**config.mk**
```make
export PLATFORM = sky130hd
export DESIGN_NAME = bfaq_ctrl
export DESIGN_NICKNAME = d
export VERILOG_FILES = /design/src/bfaq_pkg.sv /design/src/bfaq_ctrl.sv
export SDC_FILE = /design/constraint.sdc
export NUM_CORES = 1
export LEC_CHECK = 0
export BUFFER_PORTS_ARGS = -buffer_cell sky130_fd_sc_hd__buf_2
export CAP_MARGIN = 20
export CORE_UTILIZATION = 53
export DETAILED_ROUTE_END_ITERATION = 12
export PLACE_DENSITY = 0.82
export SYNTH_ARGS = -nofsm -noshare
export SYNTH_HDL_FRONTEND = slang
export SYNTH_SLANG_ARGS = --single-unit
```
**constraint.sdc**
```tcl
create_clock -name clk -period 4.12 [get_ports clk]
set_input_delay 0 -clock clk [delete_from_list [all_inputs] [get_ports clk]]
set_output_delay 0 -clock clk [all_outputs]
set_load 0.005 [all_outputs]
```
**src/bfaq_pkg.sv**
```systemverilog
// Shared constants, types and hash functions for the Bloom filter block.
package bfaq_pkg;

  localparam int FILTER_BITS = 65536;
  localparam int MAX_HASHES  = 16;
  localparam int STORE_BYTES = FILTER_BITS / 8;
  localparam int ROW_AW      = $clog2(STORE_BYTES);
  localparam int SEL_W       = $clog2(MAX_HASHES);
  localparam int FB_W        = 14;
  localparam int HC_W        = 5;
  localparam int CFG_IDX_W   = 2;
  localparam int CFG_DATA_W  = 14;
  localparam int DIV_STEPS   = 4;
  localparam int DIV_CYCLES  = 32 / DIV_STEPS;
  localparam int DIV_CNT_W   = $clog2(DIV_CYCLES);

  localparam logic [CFG_IDX_W-1:0] CFG_FILTER_BYTES = 2'd0;
  localparam logic [CFG_IDX_W-1:0] CFG_HASH_COUNT   = 2'd1;

  localparam logic [FB_W-1:0] FB_MAX = FB_W'(STORE_BYTES);
  localparam logic [HC_W-1:0] HC_MAX = HC_W'(MAX_HASHES);

  typedef struct packed {
    logic             take;
    logic             clr_wr;
    logic             div_load;
    logic             div_step;
    logic             rd_en;
    logic             upd;
    logic             finish;
    logic [SEL_W-1:0] sel;
  } cmd_t;

  typedef struct packed {
    logic            clr_done;
    logic            out_free;
    logic [HC_W-1:0] nhash;
  } sts_t;

  function automatic logic [31:0] prime(input logic [3:0] idx);
    logic [31:0] p;
    case (idx)
      4'd0:    p = 32'd486187739;
      4'd1:    p = 32'd92821;
      4'd2:    p = 32'd22375207;
      4'd3:    p = 32'd18544973;
      4'd4:    p = 32'd29226163;
      4'd5:    p = 32'd30696949;
      4'd6:    p = 32'd30709619;
      4'd7:    p = 32'd17818487;
      4'd8:    p = 32'd15762389;
      4'd9:    p = 32'd31501619;
      4'd10:   p = 32'd31623667;
      4'd11:   p = 32'd32452843;
      4'd12:   p = 32'd15486241;
      4'd13:   p = 32'd15489053;
      4'd14:   p = 32'd29684339;
      4'd15:   p = 32'd31074107;
      default: p = 32'd0;
    endcase
    return p;
  endfunction

  function automatic logic [31:0] mul32(input logic [31:0] a, input logic [31:0] b);
    logic [63:0] p;
    p = a * b;
    return p[31:0];
  endfunction

  function automatic logic [31:0] start_value(input logic [3:0] v);
    return mul32(prime(v + 4'd1), prime(v + 4'd2));
  endfunction

endpackage

```
**src/bfaq_ctrl.sv**
```systemverilog
// Controller state machine: clearing pass, byte intake, per-variant probe sequence.
module bfaq_ctrl (
  input  logic          clk,
  input  logic          rst_n,
  input  logic          in_valid,
  input  logic          in_last,
  output logic          in_stall,
  input  bfaq_pkg::sts_t sts,
  output bfaq_pkg::cmd_t cmd
);
  import bfaq_pkg::*;

  localparam logic [2:0] S_CLEAR = 3'd0;
  localparam logic [2:0] S_IDLE  = 3'd1;
  localparam logic [2:0] S_LOAD  = 3'd2;
  localparam logic [2:0] S_DIV   = 3'd3;
  localparam logic [2:0] S_RD    = 3'd4;
  localparam logic [2:0] S_UPD   = 3'd5;
  localparam logic [2:0] S_DONE  = 3'd6;

  logic [2:0]           state_r, state_nxt;
  logic [SEL_W-1:0]     v_r, v_nxt;
  logic [DIV_CNT_W-1:0] cnt_r, cnt_nxt;

  assign in_stall = (state_r != S_IDLE);

  always_comb begin
    state_nxt    = state_r;
    v_nxt        = v_r;
    cnt_nxt      = cnt_r;
    cmd          = '0;
    cmd.sel      = v_r;
    case (state_r)
      S_CLEAR: begin
        cmd.clr_wr = 1'b1;
        if (sts.clr_done) begin
          state_nxt = S_IDLE;
        end
      end
      S_IDLE: begin
        cmd.take = in_valid;
        if (in_valid && in_last) begin
          v_nxt = '0;
          if (sts.nhash == '0) begin
            state_nxt = S_DONE;
          end else begin
            state_nxt = S_LOAD;
          end
        end
      end
      S_LOAD: begin
        cmd.div_load = 1'b1;
        cnt_nxt      = '0;
        state_nxt    = S_DIV;
      end
      S_DIV: begin
        cmd.div_step = 1'b1;
        cnt_nxt      = cnt_r + 1'b1;
        if (cnt_r == DIV_CNT_W'(DIV_CYCLES - 1)) begin
          state_nxt = S_RD;
        end
      end
      S_RD: begin
        cmd.rd_en = 1'b1;
        state_nxt = S_UPD;
      end
      S_UPD: begin
        cmd.upd = 1'b1;
        if (({1'b0, v_r} + 5'd1) == sts.nhash) begin
          state_nxt = S_DONE;
        end else begin
          v_nxt     = v_r + 1'b1;
          state_nxt = S_LOAD;
        end
      end
      S_DONE: begin
        if (sts.out_free) begin
          cmd.finish = 1'b1;
          state_nxt  = S_IDLE;
        end
      end
      default: begin
        state_nxt = S_IDLE;
      end
    endcase
  end

  always_ff @(posedge clk) begin
    if (!rst_n) begin
      state_r <= S_CLEAR;
      v_r     <= '0;
      cnt_r   <= '0;
    end else begin
      state_r <= state_nxt;
      v_r     <= v_nxt;
      cnt_r   <= cnt_nxt;
    end
  end

endmodule

```
Yosys cells after proc, flatten, opt, wreduce, memory -nomap -nowiden
Index checks and enable logic that the tools add are counted.
W data, S select, Z words.
{"block": "op_classes", "addsub": 3, "multipliers": 0, "div": 0, "n_lt_le_gt_ge": 0, "n_eq_ne": 14, "shift": 0, "n_mux": 19, "bitwise": 0, "reduce_logical": 7}
{"op": "$pmux W3 S7", "n": 1}
{"op": "$mux W3", "n": 6}
{"op": "$eq A3 B3 Y1 const B", "n": 4}
{"op": "$ne A2 B2 Y1 const B", "n": 5}
{"op": "$mux W1", "n": 8}
{"op": "$mux W4", "n": 2}
{"op": "$pmux W4 S2", "n": 1}
{"op": "$eq A3 B2 Y1 const B", "n": 2}
{"op": "$pmux W3 S2", "n": 1}
{"op": "$add A4 B1 Y5 const B", "n": 1}
{"op": "$eq A5 B5 Y1", "n": 1}
{"op": "$logic_not A5 Y1", "n": 1}
{"op": "$add A4 B1 Y4 const B", "n": 1}
{"op": "$reduce_and A4 Y1", "n": 1}
{"op": "$reduce_bool A2 Y1", "n": 2}
{"op": "$add A3 B1 Y3 const B", "n": 1}
{"op": "$eq A3 B1 Y1 const B", "n": 1}
{"op": "$logic_not A3 Y1", "n": 1}
{"op": "$ne A3 B1 Y1 const B", "n": 1}
{"op": "$reduce_and A3 Y1", "n": 1}
{"op": "$logic_and A1 B1 Y1", "n": 1}
{"block": "word_totals", "reg_bits": 10, "latchBits": 0, "ram_bits": 0, "mem_bits_ro": 0, "input_bits": 11, "out_inout_bits": 12, "wordCells": 46, "n_memories": 0}

Longest topological paths before layout
Gate-level depths: netlist (run 1).
{"block": "logic_depth", "depth_word": 4, "depth_mapped": 7, "ltp_nobuf": 7}

Worst setup path after synthesis (run 1)
OpenSTA, ideal clock, no wires.
{"block": "synth_timing", "path_type": "register to register", "startpoint": "register v_r[0]", "endpoint": "register v_r[2]", "setup_ps": 120, "arrival_time_ps": 1721, "t_required_ps": 4000, "path_slack_ps": 2279, "path_stages_with_launch": 7, "n_path_buf": 0, "synth_period_minus_slack_ps": 1841, "cell_sequence": "dfxtp_1 ha_1 and4b_1 a22oi_2 a2111oi_4 o21ai_1 o21bai_1"}
{"block": "synth_via", "elab_chain_len": 4, "elab_cells_between_ends": 7, "classes_between": "add/sub: 2; eq/ne: 2; mux: 2; reduce/logical: 1"}
{"item": "start: declaration", "line": "bfaq_ctrl.sv:22", "rtl": "logic [SEL_W-1:0] v_r, v_nxt;"}
{"item": "start signal: assignment", "line": "bfaq_ctrl.sv:95", "rtl": "v_r <= v_nxt;"}
{"item": "$add A4 B1 Y5", "line": "bfaq_ctrl.sv:69", "rtl": "if (({1'b0, v_r} + 5'd1) == sts.nhash) begin"}
{"item": "$eq A5 B5 Y1", "line": "bfaq_ctrl.sv:69"}
{"item": "$ne A2 B2 Y1 (no source line)"}
{"item": "$reduce_and A3 Y1 (no source line)"}
Parallel ways exist; a longest one is shown, timed or not. The select of a mux whose other input is x is not followed.
A chain may end at the register's enable or synchronous reset.

Final worst setup path (run 1)
{"block": "layout_timing", "startpoint": "register v_r[0]", "endpoint": "register v_r[0]"}
The elaborated chain is that of the path after synthesis.

==> metrics.txt, run 1 <==
final hold vios 0; Post-Syn Area per Cell ~7.9 um^2; total wire length around 1.8 mm; VDD IR max around 0.00016 V; Max-cap violations 0; WP data required about 4.3 ns; cts hold-fix bufs 0; total global routing overflow 0; period utilization between 40% and 50%; Port Buffers 22; drt wl/cell ~13 um; Total Routing Usage GR a little under a quarter; clk_skew between 0.0003 and 0.0004 ns; CTS sink cnt 10; routability cong. approximately 0.73; crit path cell chain ha_1 -> and4b_1 -> a22oi_2 -> a2111oi_4 -> o21ai_1 -> o21ai_1; Synth Warn # 0; TritonRoute pass-1 iters 4; Netlist cell types a little over 40; Clock Pin Slew Worst Setup and Hold Paths ~0.070 ns; Peak Freq ~490 MHz; setup bufs post-CTS 0; register area share after synthesis between 20% and 30%; Starting Density between 50% and 60%; H-tree depth 1; cells after synthesis 98; slowest library cell on the worst path a2111oi_4; CTS resizes 0; Finish-stage setup viols 0; DP Area about 900 um^2; clock latency on the worst-skew pair around 0.26 ns; Antenna Cells 0; fin. max-slew vios 0; via count roughly 800; Ports 23; initial antenna violation count 0; final antenna-violating net count 0; global routing usage on met2 between 40% and 50%; initial DRC count 8; Core ar. roughly 1300 um^2; Tot Pwr about 230 uW; Row Count 13; Area Overhead vs Synth 18.01%; max incr delay on CP between 0.5 and 0.6 ns; startpoint types flop; crit end category flop; LEAKAGE approximately 0.38 nW; global route hottest layer met2; final setup TNS 0 ns; CTS Buffer Depth 2; Setup CP Type flop to flop; hold crit path type input pin to flop; CTS buffer count 3; CTS tree yes; non-filler instance count after layout 135; largest net degree at the start of global routing 17; CP max FO 8; die area 1626 um^2; M1 GR Usage roughly 28%; flops & latches, synth 10; Die W between 40 and 50 um; worst path bufs/invs 0; CP arrival approximately 2.3 ns; met3 global-route usage under 10%; Die Height between 40 and 50 um; vias per cell just under 6; layout cells sized above 1 just under 30%; Detail Placement HPWL about 1.3 mm; Finished Core Util 68.86%; Power Dens Cells approximately 250 nW/um^2; Remaining DRCs 0; relative slew slack between 60% and 70%; Syn Nets ~110; final worst path period need just over 2 ns; Least-Margin Pin Slew around 0.52 ns; CP top delay family compound AO/OA/AOI/OAI gates; most used cell, CP o21ai_1; Post-Syn Area 778.2 um^2; NumNets Final 135; first-pass GRT wire length around 2.6 mm; RSZ-0062 raised after global routing false; vias in the first global route 606; outcome completed; CTS root buf clkbuf_4; design area approximately 900 um^2; # placed instances 131
==> metal layers <==
metal / routed length [um] / up-vias
li1: - / 400
met1: 744 / 358
met2: 873 / 42
met3: 124 / 4
met4: 23 / 0
met5: 0 / -
==> metrics by stage <==
step | worst slack (ns) | hold WS (ns)
2_1_floorplan | 2.279 | 0.08253
3_3_place_gp | 2.209 | 0.2967
3_5_place_dp | 2.093 | 0.3042
4_1_cts | 2.073 | 0.06170
5_1_grt | 1.890 | 0.07871
6_report | 2.064 | 0.06752
==> report_power, final <==
group,total [mW],internal (mW),switching (mW)
combinational,0.0319,0.0147,0.0172
clock,0.0911,0.0536,0.0375
sequential,0.104,0.0982,0.00572
total,0.227,0.167,0.0604
==> registers in the layout, indices dropped and copies added (netlist names) <==
register / cells
cnt_r: 3
state_r: 3
v_r: 4
==> area by class of cell <==
cell class                      count  area [um^2]
Multi-Input combinational cell     81        541.8
Fill cell                         120        415.4
Sequential cell                    10        200.2
Timing Repair Buffer               22        110.1
Clock buffer                        4        36.28
Tap cell                           15        18.77
Inverter                            3        11.26
==> final timing paths <==
kind,start,to,depth (start not counted),slack (ns)
setup reg to reg,v_r[0],v_r[0],6,2.06
setup / recovery,v_r[0],v_r[0],6,2.06
hold / removal,rst_n,v_r[2],3,0.07
hold reg to reg,cnt_r[1],cnt_r[1],2,0.46
==> tightest hold or removal path, cell delays in order <==
cell      delay [ns]
buf_2           0.16
nand2_1         0.08
o21bai_1        0.05
==> cells in the final DEF (no fill, tap or decap), types with 2 or more instances in the layout <==
cell,Yosys,layout
nor3_1,4,4
nand3_1,4,4
o2111ai_1,2,2
nand4b_1,2,2
nand2b_1,3,3
a21oi_1,8,8
xnor2_1,3,3
ha_1,3,3
inv_1,2,2
nor3b_1,3,3
xor2_1,2,2
and2_1,2,2
nor2_1,10,10
dfxtp_1,10,10
nand2_1,11,11
o21ai_1,3,3
clkbuf_4,0,3
buf_2,0,22
==> cells in the mapped netlist (all sizes together) <==
master | number | area (um^2)
and4b | 1 | 10.01
o21bai | 1 | 7.510
o211ai | 1 | 7.510
dfxtp | 10 | 200.2
nand4b | 2 | 17.52
nand3 | 4 | 20.02
clkbuf | 3 | 21.27
nor2 | 10 | 37.54
and2 | 2 | 12.51
a211oi | 1 | 7.510
ha | 3 | 37.54
a21oi | 8 | 40.04
clkinv | 1 | 3.750
a22oi | 1 | 12.51
nor2b | 2 | 20.02
nand4 | 1 | 6.260
nand3b | 1 | 7.510
a2111oi | 1 | 27.53
o21ai | 5 | 28.77
nand2b | 3 | 18.77
nand2 | 12 | 47.55
buf | 1 | 3.750
xnor2 | 3 | 26.28
a221oi | 1 | 15.01
a31oi | 1 | 6.260
o2111ai | 2 | 17.52
o31ai | 1 | 7.510
xor2 | 2 | 17.52
and2b | 2 | 16.27
inv | 2 | 7.510
nor3b | 3 | 22.52
or4 | 2 | 16.27
nor3 | 5 | 30.03
==> logic make-up after synthesis <==
kind of cell,share of synthesized area [%]
and+or+nand+nor,36.34
AOI/OAI and AO/OA,22.83
DFF,25.72
buffers and inverters,4.662
xor gates and xnor gates,5.628
adders and majority gates,4.824
(Power assumes the default switching activity.)
==> run 2: changes to the inputs <==
--- a/config.mk
+++ b/config.mk
@@ -5,11 +5,12 @@
 export SDC_FILE = /design/constraint.sdc
 export NUM_CORES = 1
 export LEC_CHECK = 0
+export ABC_AREA = 1
 export BUFFER_PORTS_ARGS = -buffer_cell sky130_fd_sc_hd__buf_2
 export CAP_MARGIN = 20
-export CORE_UTILIZATION = 53
+export CORE_UTILIZATION = 50
 export DETAILED_ROUTE_END_ITERATION = 12
-export PLACE_DENSITY = 0.82
+export PLACE_DENSITY = 0.78
 export SYNTH_ARGS = -nofsm -noshare
 export SYNTH_HDL_FRONTEND = slang
 export SYNTH_SLANG_ARGS = --single-unit
==> constraint.sdc (replaced) <==
create_clock -name clk -period 1.98 [get_ports clk]
set_input_delay 0 -clock clk [delete_from_list [all_inputs] [get_ports clk]]
set_output_delay 0 -clock clk [all_outputs]
set_load 0.005 [all_outputs]
==> metrics.txt, run 2 <==
LEAKAGE 0.4796 nW; Clock Pin Slew Worst Setup and Hold Paths around 0.060 ns; CTS sink cnt 10; CP Launch Point v_r[0]; VDD IR max between 0.0006 and 0.0007 V; NumNets Final about 160; Setup CP Type flop to flop; CTS buffer count 3; vias per cell around 5.2; Hold WS around 0.036 ns; routability cong. approximately 0.85; Ports 23; CP max FO 8; Synth top area share 25.64%; setup bufs post-CTS 0; period utilization around 81%; critical register-to-register path startpoint v_r[0]; max reg flops 4; Power Dens Cells between 900 and 1000 nW/um^2; Finish-stage setup viols 0; initial antenna violation count 0; commonest cells in the netlist nand2_1 (32), inv_1 (18), dfxtp_1 (10), a21oi_1 (9), nand3_1 (8); largest net degree at the start of global routing 9; H-tree depth 1; relative slew slack roughly four fifths; CP arrival around 1.8 ns; worst path bufs/invs 1; Max-cap violations 0; max incr delay on CP ~0.37 ns; Port Buffers 22; Die Height 41.52 um; total global routing overflow 0; Top reg by flops v_r; Post-Syn Area 780.7 um^2; Starting Density between 50% and 60%; EDFF count, synth 0; min-delay src rst_n; cells after synthesis between 100 and 150; layout cells sized above 1 a little over a quarter; Peak Freq roughly 620 MHz; most frequent cells in the layout nand2_1 (32), buf_2 (22), inv_1 (18); Synth Flop Type dfxtp_1; most frequent cell after synthesis nand2_1; async set-or-reset flop fraction in the synthesized netlist 0%; TritonRoute pass-1 iters 4; total wire length roughly 1.7 mm; CTS root buf clkbuf_4; clk_skew around 0.00025 ns; Post-Syn Area per Cell 6.561 um^2; WP data required approximately 2.1 ns; crit end category flop; crit path cell chain ha_1 -> inv_1 -> nand2_1 -> nand2_1 -> nor2_2 -> nand3_2 -> nor2_4 -> nand3_4 -> a21oi_1 -> nor2_1; biggest regs v_r x4, cnt_r x3, state_r x3; Synth Warn # 0; first-pass GRT wire length ~2.8 mm; CP top delay family simple AND/OR/NAND/NOR gates; CTS Buffer Depth 2; drt wl/cell ~11 um; final worst path period need about 1.6 ns; final setup TNS 0 ns; cts hold-fix bufs 0; Antenna Cells 0; RSZ-0062 raised after global routing false; clock latency on the worst-skew pair 0.25 ns; final antenna-violating net count 0; Area Overhead vs Synth 16.35%; Total Routing Usage GR 20.31%; most used cell, CP nand2_1; CTS resizes 0; initial DRC count 9; vias in the first global route about 730; Die W a little over 40 um; Detail Placement HPWL about 1.4 mm; startpoint types flop; Least-Margin Pin Slew between 0.3 and 0.4 ns; fillers 152; Remaining DRCs 0; Syn Nets 133; via count around 820; commonest non-fill, non-tap cell in the layout nand2_1; Netlist cell types 26; CTS tree yes; die area about 1700 um^2; fin. max-slew vios 0; Synth area leader dfxtp_1; Core ar. approximately 1400 um^2; outcome completed; final hold vios 0; top post-synthesis cells by area dfxtp_1 (26%), nand2_1 (15%), inv_1 (8.7%), a21oi_1 (5.8%), nand3_1 (5.1%); Row Count 13; hold crit path type input pin to flop; register area share after synthesis approximately a quarter; flops & latches, synth 10; slowest library cell on the worst path dfxtp_1
run 2: changes by cell type after synthesis, sizes merged, moves of 3 or more:
cell and delta:
nand2 +21, nand2b -3, clkbuf -3, inv +18, nand3 +8, nor3b -3
o21ai -3, nand4 +3
run 2: cells by family (layout without fill, tap and decap cells):
family / Yosys count / after routing / share of synthesized area [%]
fa+ha+maj: 3 / 3 / 4.808
xor+xnor: 2 / 2 / 2.244
compound gates: 13 / 13 / 9.937
flops: 10 / 10 / 25.64
buf+inv: 23 / 45 / 12.66
simple gates: 68 / 68 / 44.71
run 2: power by group:
group | total [mW] | leakage (nW) | switching, mW | internal [mW]
Clock | 0.126 | 0.0138 | 0.0570 | 0.0695
Combinational | 0.398 | 0.384 | 0.233 | 0.165
Sequential | 0.314 | 0.0818 | 0.0728 | 0.241
run 2: layout make-up:
cell class | count | area, um^2 | area share [%]
clock buffer | 3 | 22.52 | 2.479
inverter | 20 | 75.07 | 8.264
multi-input combinational | 86 | 481.7 | 53.03
sequential | 10 | 200.2 | 22.04
tap | 15 | 18.77 | 2.066
timing repair buffer | 22 | 110.1 | 12.12
run 2: worst paths after layout:
path,end,slack [ns],cells past startpoint
setup reg to reg,v_r[0],0.37,10
hold / removal,v_r[3],0.04,3
setup / recovery,v_r[0],0.37,10
hold reg to reg,cnt_r[0],0.47,1
run 2: layer usage:
metal | GRT usage (%) | vias up | part of all wire, %
li1 | - | 428 | -
met1 | 21.72 | 367 | 42
met2 | 38.44 | 20 | 53
met3 | 7.391 | 0 | 5.1
met4 | 2.581 | 0 | 0
met5 | 0 | - | 0
run 2: per-stage QoR:
step | worst slack (ns) | cell area, um^2 | utilization, % | total power [mW] | instances
finish | 0.3674 | 908.4 | 65.70 | 0.8390 | 156
global route | 0.1921 | 908.4 | 65.70 | 0.9181 | 156
CTS | 0.3548 | 908.4 | 65.70 | 0.8442 | 156
detailed placement | 0.3626 | 885.9 | 64.07 | 0.7151 | 153
global placement | 0.4297 | 885.9 | 64.07 | 0.7001 | 153
floorplan | 0.4910 | 780.7 | - | 0.6116 | 119
run 2: tightest hold or removal path: cells and delay by family:
| kind | cells | cell delay (ns) |
|---|---|---|
| buf+inv | 1 | 0.14 |
| simple gates | 2 | 0.10 |
